File: src/hw/rtl/lbbp_pkg.sv
// Shared types, constants and helper functions for the LRU byte budget pool.
package lbbp_pkg;

  localparam int MAX_ENTRIES = 64;
  localparam int IDX_W = (MAX_ENTRIES > 1) ? $clog2(MAX_ENTRIES) : 1;
  localparam int CNT_W = $clog2(MAX_ENTRIES + 1);
  localparam int KEY_W = 32;
  localparam int BYTES_W = 31;
  localparam int SUM_W = 37;
  localparam int OCNT_W = 7;

  localparam logic [2:0] OP_ACQUIRE = 3'd0;
  localparam logic [2:0] OP_RESERVE = 3'd1;
  localparam logic [2:0] OP_CANCEL  = 3'd2;
  localparam logic [2:0] OP_PUBLISH = 3'd3;
  localparam logic [2:0] OP_REMOVE  = 3'd4;
  localparam logic [2:0] OP_RELEASE = 3'd5;

  localparam logic [1:0] ST_DONE = 2'd0;
  localparam logic [1:0] ST_MISS = 2'd1;
  localparam logic [1:0] ST_FULL = 2'd2;

  localparam logic [2:0] CMD_HOLD   = 3'd0;
  localparam logic [2:0] CMD_MOVE   = 3'd1;
  localparam logic [2:0] CMD_INSERT = 3'd2;
  localparam logic [2:0] CMD_ERASE  = 3'd3;
  localparam logic [2:0] CMD_UPDATE = 3'd4;

  typedef struct packed {
    logic               valid;
    logic [KEY_W-1:0]   key;
    logic [BYTES_W-1:0] bytes;
    logic               cached;
    logic               leased;
  } entry_t;

  typedef struct packed {
    logic [2:0]       kind;
    logic [IDX_W-1:0] pos;
    entry_t           ent;
  } cmd_t;

  function automatic logic [SUM_W-1:0] sat_add(input logic [SUM_W-1:0] a,
                                               input logic [SUM_W-1:0] b);
    logic [SUM_W:0] s;
    s = {1'b0, a} + {1'b0, b};
    return s[SUM_W] ? {SUM_W{1'b1}} : s[SUM_W-1:0];
  endfunction

  function automatic logic [SUM_W-1:0] sat_sub(input logic [SUM_W-1:0] a,
                                               input logic [SUM_W-1:0] b);
    return (a > b) ? (a - b) : '0;
  endfunction

  function automatic logic [OCNT_W-1:0] sat_cnt(input logic [CNT_W-1:0] c);
    logic [CNT_W+OCNT_W-1:0] w;
    w = (CNT_W + OCNT_W)'(c);
    return (w > (CNT_W + OCNT_W)'(127)) ? OCNT_W'(127) : w[OCNT_W-1:0];
  endfunction

endpackage

File: src/hw/rtl/lbbp_cell.sv
// One recency position of the entry chain, shifting entries with its neighbors.
module lbbp_cell
  import lbbp_pkg::*;
(
  input  logic             clk,
  input  logic             rst_n,
  input  logic [IDX_W-1:0] idx,
  input  cmd_t             cmd,
  input  logic [KEY_W-1:0] key,
  input  entry_t           below,
  input  entry_t           above,
  output entry_t           ent,
  output logic             hit
);

  entry_t ent_r;
  entry_t ent_nxt;

  always_comb begin
    ent_nxt = ent_r;
    case (cmd.kind)
      CMD_MOVE: begin
        if (idx == '0) begin
          ent_nxt = cmd.ent;
        end else if (idx <= cmd.pos) begin
          ent_nxt = below;
        end
      end
      CMD_INSERT: begin
        if (idx == '0) begin
          ent_nxt = cmd.ent;
        end else begin
          ent_nxt = below;
        end
      end
      CMD_ERASE: begin
        if (idx >= cmd.pos) begin
          ent_nxt = above;
        end
      end
      CMD_UPDATE: begin
        if (idx == cmd.pos) begin
          ent_nxt.cached = cmd.ent.cached;
          ent_nxt.leased = cmd.ent.leased;
        end
      end
      default: ;
    endcase
  end

  always_ff @(posedge clk) begin
    if (!rst_n) begin
      ent_r.valid <= 1'b0;
    end else begin
      ent_r <= ent_nxt;
    end
  end

  assign ent = ent_r;
  assign hit = ent_r.valid && (ent_r.key == key);

endmodule

File: config.mk
export PLATFORM = sky130hd
export DESIGN_NAME = lbbp_cell
export DESIGN_NICKNAME = d
export VERILOG_FILES = /design/src/hw/rtl/lbbp_pkg.sv /design/src/hw/rtl/lbbp_cell.sv
export SDC_FILE = /design/constraint.sdc
export NUM_CORES = 1
export LEC_CHECK = 0
export ABC_AREA = 1
export ABC_CLOCK_PERIOD_IN_PS = 5990
export BUFFER_PORTS_ARGS = -buffer_cell sky130_fd_sc_hd__buf_2
export CAP_MARGIN = 20
export CORE_AREA = 2 2 122 124
export CTS_BUF_LIST = sky130_fd_sc_hd__clkbuf_4
export CTS_CLUSTER_SIZE = 20
export DETAILED_ROUTE_END_ITERATION = 10
export DIE_AREA = 0 0 124 126
export PLACE_DENSITY_LB_ADDON = 0.12
export SLEW_MARGIN = 20
export SYNTH_ARGS = -nofsm -noshare
export SYNTH_HDL_FRONTEND = slang
export SYNTH_SLANG_ARGS = --single-unit
export TNS_END_PERCENT = 50
File: constraint.sdc
create_clock -name clk -period 5.99 [get_ports clk]
set_clock_uncertainty 0.2 [all_clocks]
set_input_delay 0.2995 -clock clk [delete_from_list [all_inputs] [get_ports clk]]
set_output_delay 0.2995 -clock clk [all_outputs]
set_load 0.03 [all_outputs]
; Yosys cells after proc, flatten, opt, wreduce, memory -nomap -nowiden
; Index checks and enable logic that the tools add are counted.
[totals]
ff_bits = 66
latchBits = 0
ramBits = 0
rom_bits = 0
input_bits = 247
out_inout_bits = 67
elab_cells = 30
mem_count = 0
[classes]
addsub = 0
multipliers = 0
div = 0
n_lt_le_gt_ge = 2
eq_ne = 9
shift = 0
n_mux = 7
bitwise = 0
n_reduce_logical = 7
[ops]
columns = cell, count
row1 = $mux W66, 4
row2 = $pmux W64 S3, 1
row3 = $eq A32 B32 Y1, 1
row4 = $pmux W2 S4, 1
row5 = $eq A3 B2 Y1 const B, 2
row6 = $eq A6 B6 Y1, 1
row7 = $ge A6 B6 Y1, 1
row8 = $le A6 B6 Y1, 1
row9 = $logic_not A6 Y1, 1
row10 = $reduce_and A5 Y1, 1
row11 = $ne A2 B2 Y1 const B, 2
row12 = $reduce_and A4 Y1, 1
row13 = $reduce_bool A4 Y1, 1
row14 = $eq A3 B1 Y1 const B, 1
row15 = $eq A3 B3 Y1 const B, 1
row16 = $ne A3 B3 Y1 const B, 1
row17 = $reduce_and A3 Y1, 1
row18 = $reduce_bool A3 Y1, 1
row19 = $mux W2, 1
row20 = $logic_and A1 B1 Y1, 1

; Depth between registers and ports, before layout
[depth]
depth_word = 4
mapped_depth = 13
depth_no_buf = 13

; Worst setup path after synthesis
; Ideal clock, no wire load.
[synth_timing]
path_kind = in2reg
start = input port cmd[71] (netlist bit)
end = register ent_r, in the netlist ent[10] (enable)
setup_time_ns = 0.484
arrival_ns = 3.772
required_time_ns = 5.306
path_slack_ns = 1.534
cell_stages = 10
n_path_buf = 0
path_cell_list = inv_1 -> ha_1 -> nand2_1 -> inv_1 -> nand2_1 -> nor2_1 -> nor2_1 -> nand2_1 -> nand3_1 -> nor2_1
[synth_via]
elab_chain_cells = 3
word_cells_on_any_way = 5
classes_between = 2 x order compare / 2 x eq/ne / 1 x reduce/logical
[synth_rtl]
columns = item, line
row1 = from (decl), lbbp_cell.sv:8  ; input cmd_t cmd,
row2 = $le A6 B6 Y1 / $ge A6 B6 Y1 (equally long branches), "lbbp_cell.sv:25, lbbp_cell.sv:37"
row3 = $ne A3 B3 Y1 (no source line) / $ne A2 B2 Y1 (equally long branches), n/a
row4 = $reduce_and A4 Y1 (no source line) *, n/a
row5 = to (signal assigned), lbbp_cell.sv:55  ; ent_r <= ent_nxt;
row6 = to (decl), lbbp_cell.sv:16  ; entry_t ent_r;
; Mark *: on every way between the ends. The rest lies on a longest branch, timed or not.
; A chain may end at the register's enable or synchronous reset.

; Worst setup path in the final report
[layout_timing]
start = input port cmd[74] (netlist bit)
end = register ent_r, in the netlist ent[54] (enable)
[layout_via]
elab_chain_cells = 3
word_cells_on_any_way = 7
classes_between = 5 x eq/ne / 2 x reduce/logical
[layout_rtl]
columns = item, line
row1 = $eq A3 B1 Y1 / $eq A3 B2 Y1 (equally long branches), lbbp_cell.sv:21  ; case (cmd.kind)
row2 = $ne A3 B3 Y1 (no source line) (tied with other cells), n/a
row3 = $reduce_and A4 Y1 (no source line) *, n/a
; Marked as above.

==> run metrics <==
HPWL Detailed=11960 µm; DR iter-0 viols=115; pwr/cell area=192.9 nW/µm²; final number of setup-violating endpoints=0; number of synthesis warnings=0; FP Rows=44; RR Startpoint=ent[65]; period utilization=48.64%; #FFs+latches synth=66; synth unique cells=27; cell taking the most area after synthesis=edfxtp_1; Synth Cell Area=4141 µm²; Worst slew margin=33.91%; sequential cell area=1972 µm²; Initial Util=28.93%; Die Y-Extent=126 µm; leakage=3.086 nW; fin nets=1093; Clock Tree Buf Depth=2; largest cells by area after synthesis=edfxtp_1 (47%), a21oi_1 (15%), nand2_1 (10%), nor2_1 (8.5%), inv_1 (3.4%); worst setup path class=in -> reg; drc violations=0; Multi-input gate area=1821 µm²; largest net degree at the start of global routing=68; max-slew violation count=0; share of cells above drive strength 1=40.40%; port bufs=313; EDFF count, synth=65; clock sink count=66; grt total ovfl=0; FILL cells=1500; Critical Path Source Type=input pin; Synth async-reset ratio=0%; met3 wire len=1719 µm; met1 wire length=5463 µm; htree depth=3; DR vias=4854; Avg WL per Cell=14.93 µm; Layout area overhead=47.10%; top fanout value on the critical path=67; xor/xnor share of the synthesized area=2.326%; max reg flops=66; Reg2Reg Capture Point=ent[65]; cells after synthesis=522; most frequent cells in the layout=buf_2 (313), a21oi_1 (128), nand2_1 (112), nor2_1 (93), edfxtp_1 (65); setup ws final=3.076 ns; Max IR drop VDD=0.1130 mV; antenna viol nets, final=0; Clk Latency, worst-skew pair=0.39 ns; TritonCTS buffer count=9; Layout Utilization=42.56%; worst slack, placed=2.577 ns; max-cap violation count=0; multiplexer share of the synthesized area=0%; Sum Neg Setup Slack=0 ns; Hold Path Class=in -> reg; initial antenna violation count=1; main combinational cell family by area after synthesis=simple AND/OR/NAND/NOR gates; syn nets=775; final hold viol count=0; root buf cell=clkbuf_4; Post-CTS Setup Bufs=0; RSZ-0062 raised after global routing=no; Routed WL=15370 µm; CP endpoint=ent[54]; Top Ports=314; Mean Syn Cell Area=7.934 µm²; r2r worst-path depth=4; CTS tree=built; Pre-antenna DRT Iters=4; CP startpoint=cmd[74]; status=finished clean; Met2 Wirelength=7930 µm; CTS clk-pin slew, worst paths=0.11 ns; Top Layer Used=met4; Data arrival, critical path=2.77 ns; post-route minimum period=2.914 ns; Core Box Area=14310 µm²; Seq/Total Area, Yosys=47.61%; drt via density=4.717; Yosys top cell area share=47.13%; most common flop cell mapped by yosys=edfxtp_1; Critical Path End Type=register; post-synthesis compound-gate area fraction=18.70%; Least-Margin Pin Slew=0.9902 ns; die footprint=15620 µm²; vias in the first global route=4739; GPL Wtd Cong=0.8643; Max Clock Freq=343.2 MHz; commonest non-fill, non-tap cell in the layout=buf_2; global-route wire length before repair=22260 µm; die width=124 µm; Synth Area in Simple Gates=20.94%; total track usage=18.66%; worst reg2reg setup slack=5.08 ns; Synth Area in Adders=1.813%; CP required=5.84 ns
==> worst max-delay path, stage by stage <==
cell     delay [ns]
buf_2          0.16
inv_2          0.06
nand3_2        0.05
buf_4          0.58
nor2_1         0.11
nand2_1        0.11
nand3_1        0.16
nor2_4         0.71
buf_4          0.49
==> synth_stat cells, types with 6 or more instances <==
cell / instances
xor2_1: 7
nand2_1: 112
inv_1: 38
o21ai_0: 7
ha_1: 6
buf_2: 9
nand3_1: 10
edfxtp_1: 65
a21oi_1: 128
nor2_1: 94
buf_4: 9
buf_6: 7
==> per-stage QoR <==
stage | cell area (µm²) | instances | power (mW) | hold WS [ns]
after detailed placement | 5766 | 994 | 0.8946 | 0.3585
after global routing | 6092 | 1029 | 1.247 | 0.005983
after global placement | 5766 | 994 | 0.8919 | 0.3456
final | 6092 | 1029 | 1.175 | 0.04258
after CTS | 6087 | 1028 | 1.198 | 0.00001688
after floorplan | 4141 | 522 | 0.7471 | 0.2199
==> report_power, final <==
| part | internal (mW) | switching [mW] |
|---|---|---|
| clock | 0.129 | 0.155 |
| sequential | 0.550 | 0.0161 |
| combinational | 0.132 | 0.193 |
| total | 0.812 | 0.364 |
==> cells by family (layout without fill, tap and decap cells) <==
kind of cell,count (synthesis),in the layout
AO/OA/AOI/OAI,148,148
XOR/XNOR,11,11
adder cells (fa/ha/maj),6,6
buffers and inverters,69,391
flip-flops,66,66
other,0,1
AND/OR/NAND/NOR,222,222
==> routing by layer <==
| layer | global-route usage, % | vias up |
|---|---|---|
| met2 | 35.91 | 235 |
| met1 | 18.32 | 2209 |
| li1 | - | 2393 |
| met4 | 6.279 | 0 |
| met3 | 6.069 | 17 |
| met5 | 0 | - |
==> layout make-up <==
type | instances | share of cell area (%)
antenna | 1 | 0.04108
clock buffer | 10 | 1.232
clock inverter | 5 | 0.9242
inverter | 41 | 2.567
multi-input combinational | 387 | 29.88
sequential | 66 | 32.37
tap | 184 | 3.779
timing repair buffer | 335 | 29.21
==> timing repair <==
action,in CTS,in global routing
gates resized for setup,0,0
endpoints found under the hold margin,19,0
endpoints found under the setup margin,0,0
hold buffers,19,0
==> worst min path at each step <==
stage	start	end	slack, ns	cells past startpoint
3_3_place_gp	rst_n	ent[65]	0.35	3
6_report	above[53]	ent[53]	0.04	3
5_1_grt	above[45]	ent[45]	0.006	3
2_1_floorplan	rst_n	ent[65]	0.22	2
4_1_cts	above[55]	ent[55]	0.00002	3
3_5_place_dp	rst_n	ent[65]	0.36	3
Note: power is estimated with default switching activity, not from simulation.
